[src/design/kcl_pkg.sv]
package kcl_pkg;

    localparam int CODE_DIGITS = 4;
    localparam int CODE_W      = 4 * CODE_DIGITS;
    localparam int DCNT_W      = $clog2(CODE_DIGITS + 1);
    localparam int LOCK_W      = 32;
    localparam int CNT4_W      = 4;
    localparam int CFG_IDX_W   = 2;
    localparam int CFG_DATA_W  = 32;

    localparam logic [DCNT_W-1:0] DCNT_FULL = DCNT_W'(CODE_DIGITS);
    localparam logic [LOCK_W-1:0] LOCK_ONE  = LOCK_W'(1);
    localparam logic [CNT4_W-1:0] FAIL_MAX  = '1;

    localparam logic [1:0] REQ_KEY      = 2'd0;
    localparam logic [1:0] REQ_REMOTE   = 2'd1;
    localparam logic [1:0] REQ_SET_TEMP = 2'd2;
    localparam logic [1:0] REQ_TICK     = 2'd3;

    localparam logic [3:0] KEY_DIGIT_MAX = 4'd9;
    localparam logic [3:0] KEY_ENTER     = 4'd10;
    localparam logic [3:0] KEY_CLEAR     = 4'd11;

    localparam logic [CFG_IDX_W-1:0] REG_PERMANENT_CODE = 2'd0;
    localparam logic [CFG_IDX_W-1:0] REG_TEMP_CODE_USES = 2'd1;
    localparam logic [CFG_IDX_W-1:0] REG_MAX_FAILURES   = 2'd2;
    localparam logic [CFG_IDX_W-1:0] REG_LOCKOUT_TICKS  = 2'd3;

    localparam logic [15:0]       RST_PERMANENT_CODE = 16'h1234;
    localparam logic [3:0]        RST_TEMP_CODE_USES = 4'd2;
    localparam logic [3:0]        RST_MAX_FAILURES   = 4'd3;
    localparam logic [LOCK_W-1:0] RST_LOCKOUT_TICKS  = LOCK_W'(3000);

    typedef enum logic [3:0] {
        ST_IGNORED    = 4'd0,
        ST_DIGIT      = 4'd1,
        ST_CLEARED    = 4'd2,
        ST_TEMP_MATCH = 4'd3,
        ST_PERM_MATCH = 4'd4,
        ST_WRONG      = 4'd5,
        ST_LOCK_START = 4'd6,
        ST_REMOTE     = 4'd7,
        ST_TEMP_SET   = 4'd8,
        ST_REFUSED    = 4'd9,
        ST_LOCK_END   = 4'd10
    } status_t;

    typedef struct packed {
        logic [15:0]       permanent_code;
        logic [3:0]        temp_code_uses;
        logic [3:0]        max_failures;
        logic [LOCK_W-1:0] lockout_ticks;
    } cfg_t;

    typedef struct packed {
        logic [1:0]  req_type;
        logic [3:0]  key_code;
        logic        remote_open;
        logic [15:0] new_temp_code;
    } req_item_t;

    typedef struct packed {
        status_t           status;
        logic              bolt_is_open;
        logic              is_locked_out;
        logic [CNT4_W-1:0] failure_count;
        logic [CNT4_W-1:0] temp_uses_left;
    } result_t;

endpackage

[src/design/kcl_if.sv]
interface kcl_req_if;
    logic        valid;
    logic        ready;
    logic [1:0]  req_type;
    logic [3:0]  key_code;
    logic        remote_open;
    logic [15:0] new_temp_code;

    modport source (output valid, output req_type, output key_code, output remote_open,
                    output new_temp_code, input ready);
    modport sink   (input valid, input req_type, input key_code, input remote_open,
                    input new_temp_code, output ready);
endinterface

interface kcl_res_if;
    logic       valid;
    logic       ready;
    logic [3:0] status;
    logic       bolt_is_open;
    logic       is_locked_out;
    logic [3:0] failure_count;
    logic [3:0] temp_uses_left;

    modport source (output valid, output status, output bolt_is_open, output is_locked_out,
                    output failure_count, output temp_uses_left, input ready);
    modport sink   (input valid, input status, input bolt_is_open, input is_locked_out,
                    input failure_count, input temp_uses_left, output ready);
endinterface

interface kcl_cfg_if;
    logic        valid;
    logic        ready;
    logic [1:0]  index;
    logic [31:0] data;

    modport source (output valid, output index, output data, input ready);
    modport sink   (input valid, input index, input data, output ready);
endinterface

[src/design/kcl_cfg_regs.sv]
module kcl_cfg_regs
    import kcl_pkg::*;
(
    input  logic       clk,
    input  logic       rst_n,
    kcl_cfg_if.sink    cfg,
    output cfg_t       regs
);

    cfg_t regs_reg;

    assign cfg.ready = 1'b1;
    assign regs      = regs_reg;

    always_ff @(posedge clk or negedge rst_n)
    begin
        if (!rst_n)
        begin
            regs_reg.permanent_code <= RST_PERMANENT_CODE;
            regs_reg.temp_code_uses <= RST_TEMP_CODE_USES;
            regs_reg.max_failures   <= RST_MAX_FAILURES;
            regs_reg.lockout_ticks  <= RST_LOCKOUT_TICKS;
        end
        else if (cfg.valid)
        begin
            unique case (cfg.index)
                REG_PERMANENT_CODE: regs_reg.permanent_code <= cfg.data[15:0];
                REG_TEMP_CODE_USES: regs_reg.temp_code_uses <= cfg.data[3:0];
                REG_MAX_FAILURES:   regs_reg.max_failures   <= cfg.data[3:0];
                REG_LOCKOUT_TICKS:  regs_reg.lockout_ticks  <= cfg.data[LOCK_W-1:0];
                default:            regs_reg <= regs_reg;
            endcase
        end
    end

endmodule

[src/design/kcl_engine.sv]
module kcl_engine
    import kcl_pkg::*;
(
    input  logic      clk,
    input  logic      rst_n,
    input  cfg_t      regs,
    input  logic      take,
    input  req_item_t item,
    output result_t   result
);

    logic              bolt_reg,     bolt_next;
    logic [CODE_W-1:0] buf_reg,      buf_next;
    logic [DCNT_W-1:0] dcnt_reg,     dcnt_next;
    logic [CODE_W-1:0] temp_reg,     temp_next;
    logic [CNT4_W-1:0] uses_reg,     uses_next;
    logic [CNT4_W-1:0] fail_reg,     fail_next;
    logic [LOCK_W-1:0] lock_reg,     lock_next;

    logic              locked;
    logic              full;
    logic              temp_hit;
    logic              perm_hit;
    logic [CNT4_W-1:0] fail_inc;
    logic [CNT4_W-1:0] uses_dec;
    status_t           status;

    assign locked   = (lock_reg != '0);
    assign full     = (dcnt_reg == DCNT_FULL);
    assign temp_hit = full && (uses_reg != '0) && (buf_reg == temp_reg);
    assign perm_hit = full && (buf_reg == regs.permanent_code[CODE_W-1:0]);
    assign fail_inc = (fail_reg == FAIL_MAX) ? fail_reg : fail_reg + CNT4_W'(1);
    assign uses_dec = uses_reg - CNT4_W'(1);

    always_comb
    begin
        bolt_next = bolt_reg;
        buf_next  = buf_reg;
        dcnt_next = dcnt_reg;
        temp_next = temp_reg;
        uses_next = uses_reg;
        fail_next = fail_reg;
        lock_next = lock_reg;
        status    = ST_IGNORED;

        if (item.req_type == REQ_TICK)
        begin
            if (locked)
            begin
                lock_next = lock_reg - LOCK_ONE;
                if (lock_reg == LOCK_ONE)
                begin
                    fail_next = '0;
                    status    = ST_LOCK_END;
                end
            end
        end
        else if (locked)
        begin
            status = ST_REFUSED;
        end
        else if (item.req_type == REQ_KEY)
        begin
            if (item.key_code <= KEY_DIGIT_MAX)
            begin
                if (!full)
                begin
                    buf_next  = {buf_reg[CODE_W-5:0], item.key_code};
                    dcnt_next = dcnt_reg + DCNT_W'(1);
                    status    = ST_DIGIT;
                end
            end
            else if (item.key_code == KEY_ENTER)
            begin
                buf_next  = '0;
                dcnt_next = '0;
                if (temp_hit)
                begin
                    uses_next = uses_dec;
                    if (uses_dec == '0)
                    begin
                        temp_next = '0;
                    end
                    fail_next = '0;
                    bolt_next = !bolt_reg;
                    status    = ST_TEMP_MATCH;
                end
                else if (perm_hit)
                begin
                    fail_next = '0;
                    bolt_next = !bolt_reg;
                    status    = ST_PERM_MATCH;
                end
                else
                begin
                    fail_next = fail_inc;
                    if (fail_inc >= regs.max_failures)
                    begin
                        lock_next = (regs.lockout_ticks == '0) ? LOCK_ONE : regs.lockout_ticks;
                        status    = ST_LOCK_START;
                    end
                    else
                    begin
                        status = ST_WRONG;
                    end
                end
            end
            else if (item.key_code == KEY_CLEAR)
            begin
                buf_next  = '0;
                dcnt_next = '0;
                status    = ST_CLEARED;
            end
        end
        else if (dcnt_reg != '0)
        begin
            status = ST_REFUSED;
        end
        else if (item.req_type == REQ_REMOTE)
        begin
            bolt_next = item.remote_open;
            status    = ST_REMOTE;
        end
        else
        begin
            temp_next = item.new_temp_code[CODE_W-1:0];
            uses_next = regs.temp_code_uses;
            fail_next = '0;
            buf_next  = '0;
            dcnt_next = '0;
            status    = ST_TEMP_SET;
        end
    end

    always_ff @(posedge clk or negedge rst_n)
    begin
        if (!rst_n)
        begin
            bolt_reg <= 1'b0;
            buf_reg  <= '0;
            dcnt_reg <= '0;
            temp_reg <= '0;
            uses_reg <= '0;
            fail_reg <= '0;
            lock_reg <= '0;
        end
        else if (take)
        begin
            bolt_reg <= bolt_next;
            buf_reg  <= buf_next;
            dcnt_reg <= dcnt_next;
            temp_reg <= temp_next;
            uses_reg <= uses_next;
            fail_reg <= fail_next;
            lock_reg <= lock_next;
        end
    end

    assign result.status         = status;
    assign result.bolt_is_open   = bolt_next;
    assign result.is_locked_out  = (lock_next != '0);
    assign result.failure_count  = fail_next;
    assign result.temp_uses_left = uses_next;

endmodule

[src/design/kcl_out_stage.sv]
module kcl_out_stage
    import kcl_pkg::*;
(
    input  logic       clk,
    input  logic       rst_n,
    input  result_t    result,
    output logic       can_take,
    input  logic       take,
    kcl_res_if.source  res
);

    logic    valid_reg, valid_next;
    result_t data_reg;

    assign can_take   = !valid_reg || res.ready;
    assign valid_next = take || (valid_reg && !res.ready);

    always_ff @(posedge clk or negedge rst_n)
    begin
        if (!rst_n)
        begin
            valid_reg <= 1'b0;
        end
        else
        begin
            valid_reg <= valid_next;
        end
    end

    always_ff @(posedge clk)
    begin
        if (take)
        begin
            data_reg <= result;
        end
    end

    assign res.valid          = valid_reg;
    assign res.status         = data_reg.status;
    assign res.bolt_is_open   = data_reg.bolt_is_open;
    assign res.is_locked_out  = data_reg.is_locked_out;
    assign res.failure_count  = data_reg.failure_count;
    assign res.temp_uses_left = data_reg.temp_uses_left;

endmodule

[src/design/keypad_code_lock_controller_unit.sv]
// Code lock controller: takes one request per cycle (keypad key, remote lock/unlock, remote
// set-temp, tick) and returns one result transaction for each, in order, in the cycle after the
// request is taken. The lock state updates at the edge the request is taken and the result
// is held in an output register, so requests keep flowing while that register is empty or
// being drained in the same cycle; a stalled result sink holds off new requests. Configuration
// writes are taken every cycle and apply to requests taken afterwards.
module keypad_code_lock_controller_unit
    import kcl_pkg::*;
(
    input  logic      clk,
    input  logic      rst_n,
    kcl_req_if.sink   req,
    kcl_res_if.source res,
    kcl_cfg_if.sink   cfg
);

    cfg_t      regs;
    req_item_t item;
    result_t   result;
    logic      can_take;
    logic      take;

    assign req.ready = can_take;
    assign take      = req.valid && can_take;

    assign item.req_type      = req.req_type;
    assign item.key_code      = req.key_code;
    assign item.remote_open   = req.remote_open;
    assign item.new_temp_code = req.new_temp_code;

    kcl_cfg_regs u_cfg_regs (
        .clk   (clk),
        .rst_n (rst_n),
        .cfg   (cfg),
        .regs  (regs)
    );

    kcl_engine u_engine (
        .clk    (clk),
        .rst_n  (rst_n),
        .regs   (regs),
        .take   (take),
        .item   (item),
        .result (result)
    );

    kcl_out_stage u_out_stage (
        .clk      (clk),
        .rst_n    (rst_n),
        .result   (result),
        .can_take (can_take),
        .take     (take),
        .res      (res)
    );

endmodule

[src/flat_wrapper.sv]
// flat-port wrapper written by rule: the top's interface ports become plain ports
module keypad_code_lock_controller_unit_flat import kcl_pkg::*;
  (clk, rst_n, req_valid, req_req_type, req_key_code, req_remote_open, req_new_temp_code, req_ready, res_valid, res_status, res_bolt_is_open, res_is_locked_out, res_failure_count, res_temp_uses_left, res_ready, cfg_valid, cfg_index, cfg_data, cfg_ready);
  kcl_req_if req_i ();
  kcl_res_if res_i ();
  kcl_cfg_if cfg_i ();
  input  logic clk;
  input  logic rst_n;
  input wire logic [$bits(req_i.valid)-1:0] req_valid;
  input wire logic [$bits(req_i.req_type)-1:0] req_req_type;
  input wire logic [$bits(req_i.key_code)-1:0] req_key_code;
  input wire logic [$bits(req_i.remote_open)-1:0] req_remote_open;
  input wire logic [$bits(req_i.new_temp_code)-1:0] req_new_temp_code;
  output wire logic [$bits(req_i.ready)-1:0] req_ready;
  output wire logic [$bits(res_i.valid)-1:0] res_valid;
  output wire logic [$bits(res_i.status)-1:0] res_status;
  output wire logic [$bits(res_i.bolt_is_open)-1:0] res_bolt_is_open;
  output wire logic [$bits(res_i.is_locked_out)-1:0] res_is_locked_out;
  output wire logic [$bits(res_i.failure_count)-1:0] res_failure_count;
  output wire logic [$bits(res_i.temp_uses_left)-1:0] res_temp_uses_left;
  input wire logic [$bits(res_i.ready)-1:0] res_ready;
  input wire logic [$bits(cfg_i.valid)-1:0] cfg_valid;
  input wire logic [$bits(cfg_i.index)-1:0] cfg_index;
  input wire logic [$bits(cfg_i.data)-1:0] cfg_data;
  output wire logic [$bits(cfg_i.ready)-1:0] cfg_ready;
  assign req_i.valid = req_valid;
  assign req_i.req_type = req_req_type;
  assign req_i.key_code = req_key_code;
  assign req_i.remote_open = req_remote_open;
  assign req_i.new_temp_code = req_new_temp_code;
  assign req_ready = req_i.ready;
  assign res_valid = res_i.valid;
  assign res_status = res_i.status;
  assign res_bolt_is_open = res_i.bolt_is_open;
  assign res_is_locked_out = res_i.is_locked_out;
  assign res_failure_count = res_i.failure_count;
  assign res_temp_uses_left = res_i.temp_uses_left;
  assign res_i.ready = res_ready;
  assign cfg_i.valid = cfg_valid;
  assign cfg_i.index = cfg_index;
  assign cfg_i.data = cfg_data;
  assign cfg_ready = cfg_i.ready;
  keypad_code_lock_controller_unit u_core (.clk(clk), .rst_n(rst_n), .req(req_i), .res(res_i), .cfg(cfg_i));
endmodule
[config.mk]
export PLATFORM = sky130hd
export DESIGN_NAME = keypad_code_lock_controller_unit_flat
export DESIGN_NICKNAME = d
export VERILOG_FILES = /design/src/design/kcl_pkg.sv /design/src/design/kcl_if.sv /design/src/design/kcl_cfg_regs.sv /design/src/design/kcl_engine.sv /design/src/design/kcl_out_stage.sv /design/src/design/keypad_code_lock_controller_unit.sv /design/src/flat_wrapper.sv
export SDC_FILE = /design/constraint.sdc
export NUM_CORES = 1
export LEC_CHECK = 0
export ABC_AREA = 0
export BUFFER_PORTS_ARGS = -buffer_cell sky130_fd_sc_hd__buf_2
export CORE_ASPECT_RATIO = 0.75
export CORE_UTILIZATION = 45
export CTS_BUF_LIST = sky130_fd_sc_hd__clkbuf_4
export DETAILED_ROUTE_END_ITERATION = 8
export GPL_TIMING_DRIVEN = 0
export HOLD_SLACK_MARGIN = 0.06
export MAX_ROUTING_LAYER = met4
export SETUP_SLACK_MARGIN = 0.2
export SKIP_LAST_GASP = 1
export SLEW_MARGIN = 10
export SYNTH_ARGS = -nofsm -noshare
export SYNTH_HDL_FRONTEND = slang
export SYNTH_SLANG_ARGS = --single-unit
[constraint.sdc]
create_clock -name clk -period 5.1 [get_ports clk]
set_clock_uncertainty 0.05 [all_clocks]
set_input_delay 1.02 -clock clk [delete_from_list [all_inputs] [get_ports clk]]
set_output_delay 1.02 -clock clk [all_outputs]
set_load 0.05 [all_outputs]
==> run metrics <==
status=completed; number of I/O pins=79; crit path time final=4910 ps; final hold vios=0; GR Util All Layers=29.2%; adder-cell share of the synthesized area=1.68%; max capacitance violation total=0; EDFF count, synth=14; placed cell count=1140; Tcrit/Tclk final=96.2%; hold crit path type=in -> async; post-synthesis compound-gate area fraction=17.5%; mapped cell area=8170 um^2; clk slew on worst S/H paths=140 ps; vias per cell=6.10; number of distinct library cells after synthesis=77; Max FO, Critical Path=9; top post-synthesis cells by area=dfrtp_1, mux2_2, edfxtp_1; final non-filler cell total=1173; Worst slew margin=26.7%; DRC Markers=0; initial core utilization=46.2%; Post-CTS Resized=3; Slew Limit Fails=0; WL per Instance=21.5 um; area delta synth->final=12.8%; initial antenna violation count=1; switch share=39.6%; total CTS buffers=17; drt initial violations=799; core area=17700 um^2; CP Capture Type=register; clk sinks=147; DIE WIDTH=158 um; largest family of logic cells by synthesized area=simple AND/OR/NAND/NOR gates; share of layout cells above drive strength 1=23.3%; TritonRoute pass-1 iters=7; vias in the first global route=6584; unrepaired setup endpoints after global routing=yes; sequential power share=45.6%; Logic pwr share=31.6%; Die H=119 um; global route overflow=0; die footprint=18700 um^2; Post-Synthesis Cells=821; Worst path top cell family by delay=simple AND/OR/NAND/NOR gates; post-synthesis sequential area ratio=46.1%; internal power=2.09 mW; final core occ=52.1%; setup TNS=0 ps; Syn Nets=894; GP Congestion=0.984; main flop type after synthesis=dfrtp_1; Setup Buffers After CTS=0; Synth async-reset ratio=90.5%; CTS tree=yes; Detail Route Antenna Nets=0; most frequent cells in the layout=dfrtp_1, buf_2, nor2_1; vias=7155; clock share of power=22.8%; worst vdd ir=0.217 mV; max reg flops=56; crit path kind=reg -> reg; synthesized flop and latch total=147; f_max=204 MHz; slowest cell on the critical path=nor4_2; clk root buf=clkbuf_4; Row Count=42; power per cell area=376 nW/um^2; commonest non-fill, non-tap cell in the layout=dfrtp_1; Synth top area share=36.1%; first-pass GRT wire length=39000 um; leak pwr=3.87 nW; simple logic cell fraction of the synthesized area=18.2%; H-tree depth=4; Max clock buf depth=2; Final setup violation count=0; Detail Placement HPWL=19100 um; routed wire length=25300 um; syn avg cell area=9.96 um^2; post-synthesis xor/xnor area fraction=4.29%; post-synthesis mux area share=8.91%; crit path launch type=register; synth warn=0; P_sw=1.37 mW; crit-path max cell delay=720 ps; Arr. time, crit path=5150 ps; CP required=5340 ps; largest net degree at the start of global routing=73; Bufs and invs on worst path=2; I/O Buffers=76; Final nets=990; worst path cell trace=clkbuf_1 > nor4_2 > nand3_1 > nor4_4 > nand2_2 > or4_1 > buf_2 > o211a_1 > nor4_2 > nand4_1 > or4_1; area leader, netlist=dfrtp_1; CTS Hold Buffers Added=0; Clock Latency Late Sink=570 ps; Slew @ Worst Pin=1100 ps
==> worst paths after layout <==
kind	startpoint	endpoint	slack, ps	depth (start not counted)
max in group asynchronous	rst_n	u_core.u_cfg_regs.regs[11]	3810	2
max reg2reg	u_core.u_engine.lock_reg[2]	u_core.u_out_stage.res.is_locked_out	190	11
min	rst_n	u_core.u_engine.uses_reg[0]	370	1
min in group clk	u_core.u_cfg_regs.regs[35]	u_core.u_cfg_regs.regs[35]	480	1
min reg2reg	u_core.u_cfg_regs.regs[35]	u_core.u_cfg_regs.regs[35]	480	1
max	u_core.u_engine.lock_reg[2]	u_core.u_out_stage.res.is_locked_out	190	11
==> power by group through the flow <==
stage | clock, mW | sequential (mW) | combinational, mW
CTS | 0.810 | 1.57 | 1.06
floorplan | 0 | 1.54 | 0.740
finish | 0.789 | 1.58 | 1.10
global route | 0.856 | 1.60 | 1.19
global placement | 0 | 1.59 | 1.05
detailed placement | 0 | 1.59 | 1.06
==> logic make-up (layout without fill, tap and decap cells) <==
kind of cell,after synthesis,in the layout
AOI/OAI and AO/OA,209,209
xor gates and xnor gates,40,40
adders and majority gates,11,11
buffers and inverters,68,177
DFF,147,147
muxes,65,65
other,1,2
and+or+nand+nor,280,280
==> per-stage QoR <==
step                area (um^2)  setup WS, ps  total power [mW]  hold WS, ps
floorplan                  8170          1120              2.28          422
global placement           8860          1.03              2.64          440
detailed placement         8900          1.97              2.65          456
CTS                        9200           315              3.44          344
global route               9220          73.4              3.65          372
finish                     9220           192              3.47          368
==> layout make-up <==
cell class / instances / area [um^2]
diodes: 1 / 2.50
plain buffers: 38 / 159
clock buffers: 17 / 128
clock inverters: 15 / 169
fillers: 1682 / 8490
inverters: 30 / 113
multi-input cells: 606 / 4170
flip-flops and latches: 147 / 3770
well taps: 242 / 303
repair buffers: 77 / 414
==> cell usage after synthesis, types with 11 or more instances <==
| master | n |
|---|---|
| xnor2_1 | 30 |
| nor2_1 | 65 |
| ha_1 | 11 |
| mux2_2 | 62 |
| inv_1 | 29 |
| nand2_1 | 60 |
| o31ai_1 | 11 |
| nor3_1 | 20 |
| nand4_1 | 27 |
| a22o_1 | 34 |
| nor4_1 | 16 |
| dfstp_2 | 15 |
| clkbuf_1 | 30 |
| o21ai_0 | 39 |
| a21oi_1 | 48 |
| edfxtp_1 | 14 |
| a31oi_1 | 13 |
| nand3_1 | 18 |
| dfrtp_1 | 118 |
==> metal layers <==
layer  global-route usage [%]  wire length (um)  up-vias
met3                     7.85              2960       30
met1                     45.6             12100     3463
met4                     7.28               319        0
li1                         -                 -     3273
met2                     36.3              9880      389
met5                        -                 0        -
Power figures use the tool's default switching activity.
